--- config.mk ---
export PLATFORM = sky130hd
export DESIGN_NAME = mandelbrot_escape_count
export DESIGN_NICKNAME = d
export VERILOG_FILES = /design/src/rtl/mec_pkg.sv /design/src/rtl/mandelbrot_escape_count.sv
export SDC_FILE = /design/constraint.sdc
export NUM_CORES = 2
export LEC_CHECK = 0
export BUFFER_PORTS_ARGS = -buffer_cell sky130_fd_sc_hd__buf_2
export CAP_MARGIN = 20
export CORE_ASPECT_RATIO = 1.4
export CORE_MARGIN = 2
export CORE_UTILIZATION = 55
export CTS_BUF_LIST = sky130_fd_sc_hd__clkbuf_8
export CTS_CLUSTER_SIZE = 20
export DETAILED_ROUTE_END_ITERATION = 10
export HOLD_SLACK_MARGIN = 0.02
export PLACE_DENSITY_LB_ADDON = 0.05
export RECOVER_POWER = 100
export SKIP_LAST_GASP = 1
export SLEW_MARGIN = 30
export SYNTH_ARGS = -nofsm -noshare
export SYNTH_HDL_FRONTEND = slang
export SYNTH_SLANG_ARGS = --single-unit
--- constraint.sdc ---
create_clock -name clk_i -period 23 [get_ports clk_i]
set_input_delay 3.45 -clock clk_i [delete_from_list [all_inputs] [get_ports clk_i]]
set_output_delay 3.45 -clock clk_i [all_outputs]
set_load 0.01 [all_outputs]
--- src/rtl/mec_pkg.sv ---
// ----------------------------------------------------------------------------
// mec_pkg
// shared constants and helpers for the escape-time counter: register indexes,
// fixed point format and signed saturation
// ----------------------------------------------------------------------------
`default_nettype none

package mec_pkg;

  // q8.24 fixed point
  localparam int unsigned FRAC_BITS = 24;
  localparam int unsigned DATA_W    = 32;
  localparam int unsigned PROD_W    = 2 * DATA_W;

  // configuration port
  localparam int unsigned CFG_IDX_W = 3;

  localparam logic [CFG_IDX_W-1:0] CFG_CENTER_X    = 3'd0;
  localparam logic [CFG_IDX_W-1:0] CFG_CENTER_Y    = 3'd1;
  localparam logic [CFG_IDX_W-1:0] CFG_PIXEL_STEP  = 3'd2;
  localparam logic [CFG_IDX_W-1:0] CFG_ESCAPE_LIM  = 3'd3;
  localparam logic [CFG_IDX_W-1:0] CFG_MAX_ITER    = 3'd4;

  // register reset values
  localparam logic signed [31:0] CENTER_X_RST    = 32'sd0;
  localparam logic signed [31:0] CENTER_Y_RST    = 32'sd0;
  localparam logic [30:0]        PIXEL_STEP_RST  = 31'd167772;
  localparam logic [30:0]        ESCAPE_LIM_RST  = 31'd167772160;
  localparam logic [7:0]         MAX_ITER_RST    = 8'd255;

  // payload widths
  localparam int unsigned PIX_W  = 10;
  localparam int unsigned ITER_W = 8;

  typedef logic signed [DATA_W-1:0] fix_t;
  typedef logic signed [PROD_W-1:0] prod_t;

  // clamp a 64-bit signed value to the signed 32-bit range
  function automatic fix_t sat32(input prod_t v);
    fix_t r;
    if (v[PROD_W-1:DATA_W-1] != {(DATA_W+1){v[PROD_W-1]}}) begin
      r = v[PROD_W-1] ? {1'b1, {(DATA_W-1){1'b0}}} : {1'b0, {(DATA_W-1){1'b1}}};
    end else begin
      r = v[DATA_W-1:0];
    end
    return r;
  endfunction

endpackage

`default_nettype wire

--- src/rtl/mandelbrot_escape_count.sv ---
// ----------------------------------------------------------------------------
// mandelbrot_escape_count
// escape-time iteration count for one pixel, signed q8.24 fixed point
// ----------------------------------------------------------------------------
// usage
//   input stream: one beat per pixel, tdata carries pixel_col and pixel_row.
//   the pixel maps to c = ((col - w/2)*step + center_x, (row - h/2)*step +
//   center_y), then z = c is iterated as z = z^2 + c until |z|^2 exceeds the
//   escape limit or max_iterations passes are done.
//   output stream: one beat per pixel, tdata carries iter_count.
//   config port: write enable, register index and data; the user must write
//   it only while the block is idle, the block does not enforce this.
//   registers: center_x, center_y, pixel_step, escape_limit_sq, max_iterations.
// timing
//   all multiplies go through one 32x32 signed multiplier with a registered
//   product. mapping runs col offset * step, row offset * step, then z = c;
//   each pass runs x*x, y*y, x*y with the escape compare, then the z update.
//   input reopens in the same cycle that a count appears in the output
//   register.
// reset and stall
//   reset loads the register defaults and empties the output register.
//   a new pixel is taken while a finished result still waits downstream;
//   the next result then holds in its final state until the output frees.
// ----------------------------------------------------------------------------
`default_nettype none

module mandelbrot_escape_count #(
  parameter int unsigned FRAME_WIDTH  = 800,
  parameter int unsigned FRAME_HEIGHT = 600
) (
  input  wire logic                             clk_i,
  input  wire logic                             rst_ni,
  // configuration writes
  input  wire logic                             cfg_we_i,
  input  wire logic [mec_pkg::CFG_IDX_W-1:0]    cfg_idx_i,
  input  wire logic [mec_pkg::DATA_W-1:0]       cfg_wdata_i,
  // pixel stream
  input  wire logic                             s_axis_tvalid,
  output logic                                  s_axis_tready,
  input  wire logic [23:0]                      s_axis_tdata,   // pixel_col, pixel_row, pad
  // count stream
  output logic                                  m_axis_tvalid,
  input  wire logic                             m_axis_tready,
  output logic [7:0]                            m_axis_tdata    // iter_count
);

  import mec_pkg::*;

  // half frame sizes and the width of a signed pixel offset
  localparam int unsigned HALF_X = FRAME_WIDTH / 2;
  localparam int unsigned HALF_Y = FRAME_HEIGHT / 2;
  localparam int unsigned HALF_MAX = (HALF_X > HALF_Y) ? HALF_X : HALF_Y;
  localparam int unsigned HALF_W = $clog2(HALF_MAX + 1);
  localparam int unsigned MAG_W  = (HALF_W > PIX_W) ? HALF_W : PIX_W;
  localparam int unsigned OFF_W  = MAG_W + 1;

  localparam logic [MAG_W-1:0] HALF_X_C = MAG_W'(HALF_X);
  localparam logic [MAG_W-1:0] HALF_Y_C = MAG_W'(HALF_Y);

  // sequencer codes
  localparam logic [3:0] ST_IDLE = 4'd0;
  localparam logic [3:0] ST_MAPX = 4'd1;   // col offset * step
  localparam logic [3:0] ST_MAPY = 4'd2;   // cx from product, row offset * step
  localparam logic [3:0] ST_MAPZ = 4'd3;   // cy from product, z = c
  localparam logic [3:0] ST_SQX  = 4'd4;   // cap check, x*x
  localparam logic [3:0] ST_SQY  = 4'd5;   // y*y
  localparam logic [3:0] ST_XY   = 4'd6;   // escape compare, x*y
  localparam logic [3:0] ST_UPD  = 4'd7;   // z = z^2 + c
  localparam logic [3:0] ST_DONE = 4'd8;   // hand off to output register

  // configuration registers
  fix_t              center_x_q, center_y_q;
  logic [30:0]       step_q, esc_lim_q;
  logic [ITER_W-1:0] max_iter_q;

  // datapath registers
  logic [3:0]        state_q, state_d;
  logic [PIX_W-1:0]  col_q, row_q;
  fix_t              cx_q, cy_q, zx_q, zy_q;
  prod_t             prod_q, x2_q, diff_q;
  logic [ITER_W-1:0] n_q;
  logic              out_valid_q;
  logic [ITER_W-1:0] out_q;

  // shared multiplier
  fix_t              mul_a, mul_b;
  prod_t             prod_d;

  logic signed [OFF_W-1:0] off_x, off_y;
  logic [PROD_W-1:0]       r2, limit;
  logic                    escaped;
  logic                    in_beat, out_load;
  prod_t                   map_x_sum, map_y_sum, upd_x_sum, upd_y_sum;

  // ---------------------------------------------------------------------------
  // configuration
  // ---------------------------------------------------------------------------
  always_ff @(posedge clk_i or negedge rst_ni) begin
    if (!rst_ni) begin
      center_x_q <= CENTER_X_RST;
      center_y_q <= CENTER_Y_RST;
      step_q     <= PIXEL_STEP_RST;
      esc_lim_q  <= ESCAPE_LIM_RST;
      max_iter_q <= MAX_ITER_RST;
    end else if (cfg_we_i) begin
      unique case (cfg_idx_i)
        CFG_CENTER_X:   center_x_q <= cfg_wdata_i;
        CFG_CENTER_Y:   center_y_q <= cfg_wdata_i;
        CFG_PIXEL_STEP: step_q     <= cfg_wdata_i[30:0];
        CFG_ESCAPE_LIM: esc_lim_q  <= cfg_wdata_i[30:0];
        CFG_MAX_ITER:   max_iter_q <= cfg_wdata_i[ITER_W-1:0];
        default: ;  // unused indexes are ignored
      endcase
    end
  end

  // ---------------------------------------------------------------------------
  // combinational datapath
  // ---------------------------------------------------------------------------
  assign off_x = $signed({1'b0, MAG_W'(col_q)}) - $signed({1'b0, HALF_X_C});
  assign off_y = $signed({1'b0, MAG_W'(row_q)}) - $signed({1'b0, HALF_Y_C});

  // operand select for the one multiplier
  always_comb begin
    unique case (state_q)
      ST_MAPX: begin
        mul_a = {{(DATA_W-OFF_W){off_x[OFF_W-1]}}, off_x};
        mul_b = {1'b0, step_q};
      end
      ST_MAPY: begin
        mul_a = {{(DATA_W-OFF_W){off_y[OFF_W-1]}}, off_y};
        mul_b = {1'b0, step_q};
      end
      ST_SQX: begin
        mul_a = zx_q;
        mul_b = zx_q;
      end
      ST_SQY: begin
        mul_a = zy_q;
        mul_b = zy_q;
      end
      default: begin
        mul_a = zx_q;
        mul_b = zy_q;
      end
    endcase
  end

  assign prod_d = mul_a * mul_b;

  // squares are non-negative and at most 2^62, so the sum cannot wrap
  assign r2      = $unsigned(x2_q) + $unsigned(prod_q);
  assign limit   = {9'd0, esc_lim_q, FRAC_BITS'(0)};
  assign escaped = r2 > limit;

  assign map_x_sum = prod_q + prod_t'(center_x_q);
  assign map_y_sum = prod_q + prod_t'(center_y_q);
  // arithmetic shifts round toward minus infinity
  assign upd_x_sum = (diff_q >>> FRAC_BITS) + prod_t'(cx_q);
  assign upd_y_sum = (prod_q >>> (FRAC_BITS - 1)) + prod_t'(cy_q);

  // ---------------------------------------------------------------------------
  // sequencer
  // ---------------------------------------------------------------------------
  assign s_axis_tready = (state_q == ST_IDLE);
  assign in_beat       = s_axis_tvalid && s_axis_tready;
  assign out_load      = (state_q == ST_DONE) && (!out_valid_q || m_axis_tready);

  always_comb begin
    state_d = state_q;
    unique case (state_q)
      ST_IDLE: if (in_beat) state_d = ST_MAPX;
      ST_MAPX: state_d = ST_MAPY;
      ST_MAPY: state_d = ST_MAPZ;
      ST_MAPZ: state_d = ST_SQX;
      ST_SQX:  state_d = (n_q == max_iter_q) ? ST_DONE : ST_SQY;
      ST_SQY:  state_d = ST_XY;
      ST_XY:   state_d = escaped ? ST_DONE : ST_UPD;
      ST_UPD:  state_d = ST_SQX;
      ST_DONE: if (out_load) state_d = ST_IDLE;
      default: state_d = ST_IDLE;
    endcase
  end

  always_ff @(posedge clk_i or negedge rst_ni) begin
    if (!rst_ni) begin
      state_q <= ST_IDLE;
    end else begin
      state_q <= state_d;
    end
  end

  // payload registers
  always_ff @(posedge clk_i) begin
    prod_q <= prod_d;
    if (in_beat) begin
      col_q <= s_axis_tdata[PIX_W-1:0];
      row_q <= s_axis_tdata[2*PIX_W-1:PIX_W];
    end
    unique case (state_q)
      ST_MAPY: cx_q <= sat32(map_x_sum);
      ST_MAPZ: begin
        cy_q <= sat32(map_y_sum);
        zx_q <= cx_q;
        zy_q <= sat32(map_y_sum);
        n_q  <= '0;
      end
      ST_SQY:  x2_q   <= prod_q;
      ST_XY:   diff_q <= x2_q - prod_q;
      ST_UPD: begin
        zx_q <= sat32(upd_x_sum);
        zy_q <= sat32(upd_y_sum);
        n_q  <= n_q + ITER_W'(1);
      end
      default: ;
    endcase
    if (out_load) out_q <= n_q;
  end

  // output register
  always_ff @(posedge clk_i or negedge rst_ni) begin
    if (!rst_ni) begin
      out_valid_q <= 1'b0;
    end else if (out_load) begin
      out_valid_q <= 1'b1;
    end else if (m_axis_tready) begin
      out_valid_q <= 1'b0;
    end
  end

  assign m_axis_tvalid = out_valid_q;
  assign m_axis_tdata  = out_q;

`ifndef SYNTHESIS
  // pass count stays within the cap while iterating
  a_iter_cap: assert property (@(posedge clk_i) disable iff (!rst_ni)
    (state_q == ST_SQX || state_q == ST_SQY || state_q == ST_XY ||
     state_q == ST_UPD) |-> (n_q <= max_iter_q))
    else $error("iteration count beyond cap");

  // a delivered count never exceeds the cap
  a_out_cap: assert property (@(posedge clk_i) disable iff (!rst_ni)
    m_axis_tvalid |-> (m_axis_tdata <= max_iter_q))
    else $error("result beyond cap");

  // an accepted pixel starts the mapping
  a_start: assert property (@(posedge clk_i) disable iff (!rst_ni)
    in_beat |=> (state_q == ST_MAPX))
    else $error("pixel accepted without starting");

  // a new result only comes out of the final state
  a_load: assert property (@(posedge clk_i) disable iff (!rst_ni)
    $rose(m_axis_tvalid) |-> $past(state_q == ST_DONE))
    else $error("result without finished pixel");
`endif

endmodule

`default_nettype wire

==> impl_metrics.py <==
metrics = {
    "grt": {
        "grt_pass1_wl_mm": 379,
        "grt_use_total": 0.370,
        "globalRoute.busiestLayer": "met2",
        "grt_max_degree": 72,
        "grt_use_met3": 0.0484,
        "use_met1": 0.441,
        "grt_pass1_vias": 63300,
        "gr-total-overflow": 0,
        "grtUsageMet2": 0.624,
        "antenna_found_initial": 12,
    },
    "die": {
        "start_util": 0.556,
        "dieArea_sq_um": 137000,
        "ios": 74,
        "die_w_um": 313,
        "rows": 158,
        "die_y_um": 437,
        "coreArea_sq_um": 133000,
    },
    "clock_tree": {
        "post_cts_buffers": 0,
        "ctsHoldBuffers": 0,
        "h-tree-depth": 3,
        "clock-sinks": 471,
        "cts_buffers": 74,
        "clk-insertion-delay-late_ns": 0.81,
        "clk_pin_slew_worst_paths_ns": 0.06,
        "clockBufferDepth": 3,
        "post_cts_resized": 0,
        "tritoncts": "built",
        "clockRootBuffer": "clkbuf_8",
    },
    "logic_synthesis": {
        "avgSynthCellArea_sq_um": 8.91,
        "yosys_most_used_dff": "edfxtp_1",
        "netlist_area_sq_um": 73700,
        "ys_ff_latch": 471,
        "synth_cells": 8269,
        "synth_edf_count": 268,
        "yosys_warnings": 0,
        "synthDistinctLibCells": 99,
        "yosysSeqAreaShare": 0.174,
        "syn_nets": 9971,
        "async_flop_share": 0.295,
    },
    "worst_hold_path": {
        "min_from": "step_q[7]",
        "hold_path_class": "flop to flop",
        "min_path_cells": 1,
    },
    "critical_path": {
        "reg2reg_to": "prod_q[57]",
        "endpoint": "prod_q[57]",
        "crit_fanout": 28,
        "criticalPathCategory": "flop to flop",
        "crit_slowest_cell": "clkinvlp_2",
        "r2r_start": "state_q[3]",
        "r2r_cells": 33,
        "rrSetupSlack_ns": 7.27,
        "end_kind": "flop",
        "required_ns": 23.63,
        "crit_path_start_kind": "flop",
        "cp.arrival_ns": 16.36,
        "cp_common_cell": "fa_1",
        "startpoint": "state_q[3]",
        "max_stage_delay_ns": 2.02,
    },
    "routing": {
        "vias": 60700,
        "drt_wl_total_mm": 250,
        "drt_pre_antenna_iters": 5,
        "wire_per_inst_um": 25.0,
        "via_per_inst": 6.07,
        "drt-initial-drc-count": 4572,
        "drc": 0,
        "final_antenna_net_count": 0,
    },
    "layout": {
        "drive_gt1_frac": 0.0644,
        "final_cell_mix": "inv_1, fa_1, nand2_1",
        "nFillCells": 12100,
        "final_common_cell": "inv_1",
        "instances_no_fill": 9993,
        "finalNetCount": 9866,
        "areaGrowthSynthToFinish_pct": 5.02,
    },
    "run_status": {
        "outcome": "complete, but fails checks",
        "violations": "capacitance limit, slew limit",
    },
    "sta": {
        "min_period_ns": 15.73,
        "setup_violations": 0,
        "tightestPinTransition_ns": 4.22,
        "hold_violations": 0,
        "drv_slew": 755,
        "fin_skew_ns": 0.0615,
        "finalCritPeriodShare": 0.684,
        "slew-limit-headroom": -1.82,
        "fmax_mhz": 63.6,
        "rsz0062_at_grt": "false",
        "finalSetupTns_ns": 0,
    },
    "placement": {
        "place_inst": 9845,
        "port_buffers": 69,
        "hpwl_mm": 204,
        "gp_congestion": 1.06,
    },
    "flow_run": {
        "maxCapViolCount": 22,
    },
}
==> Yosys cell counts, drive strengths merged (65+ instances only) <==
cell type | n | area (sq um)
clkbuf | 348 | 1310
xor2 | 116 | 1020
ha | 551 | 6890
nand4 | 82 | 513
and3 | 65 | 407
nor3 | 86 | 430
o21ai | 339 | 1700
a21oi | 472 | 2380
inv | 1290 | 4840
nand3 | 102 | 521
xnor2 | 215 | 1880
o21bai | 76 | 571
fa | 1087 | 21800
dfrtp | 119 | 2980
mux2 | 136 | 1530
a21o | 185 | 1390
nand2 | 1003 | 3760
nor2 | 675 | 2530
edfxtp | 268 | 8050
==> per-layer routing <==
metal,share of wire,wire length (um)
met1,0.37,93000
met2,0.48,119000
met3,0.065,16300
met4,0.086,21600
met5,0.00018,45
==> through the flow <==
step	instance area, sq um	hold slack, ns	util	setup slack, ns
6_report	77400	0.506	0.583	7.27
5_1_grt	77400	0.513	0.583	6.84
4_1_cts	77600	0.506	0.585	9.97
3_5_place_dp	76000	0.493	0.573	10.07
3_3_place_gp	76000	0.487	0.573	10.17
2_1_floorplan	73700	0.479	-	11.70
==> how the worst min path moves through the flow <==
stage	endpoint	slack, ns
2_1_floorplan	esc_lim_q[30]	0.48
3_3_place_gp	esc_lim_q[4]	0.49
3_5_place_dp	esc_lim_q[13]	0.49
4_1_cts	esc_lim_q[30]	0.51
5_1_grt	esc_lim_q[19]	0.51
6_report	step_q[7]	0.51
==> critical path: cells and delay by family, from the launching register on <==
kind                     cells  cell delay [ns]
AO/OA/AOI/OAI                9             3.02
AND/OR/NAND/NOR              9             4.71
adder cells (fa/ha/maj)      9             4.20
flip-flops                   1             0.55
buffers and inverters        6             3.05
==> flip-flops by register name, indices dropped and copies added (netlist names), 32 cells and up <==
name        flops
center_x_q     32
zy_q           32
cy_q           32
zx_q           32
cx_q           32
prod_q         64
center_y_q     32
diff_q         40
x2_q           64
==> cells by family after synthesis <==
| logic type | count (synthesis) | share of synthesized area |
|---|---|---|
| buffers and inverters | 1680 | 0.0865 |
| DFF | 471 | 0.174 |
| muxes | 154 | 0.0232 |
| AOI/OAI and AO/OA | 1624 | 0.144 |
| adders and majority gates | 1638 | 0.389 |
| and+or+nand+nor | 2371 | 0.144 |
| xor gates and xnor gates | 331 | 0.0393 |
==> final cells by class <==
cell class,instances,area [sq um],area share
multi-input combinational,6118,54700,0.706
sequential,471,12800,0.166
inverter,1293,4850,0.0627
tap,1760,2200,0.0285
timing repair buffer,206,1250,0.0162
clock buffer,89,1220,0.0158
clock inverter,49,333,0.00430
antenna,7,17.5,0.000226
Power is left out: the tool's default activity adds up to more than one toggle a clock period on the data nets, which glitch-free logic cannot reach.
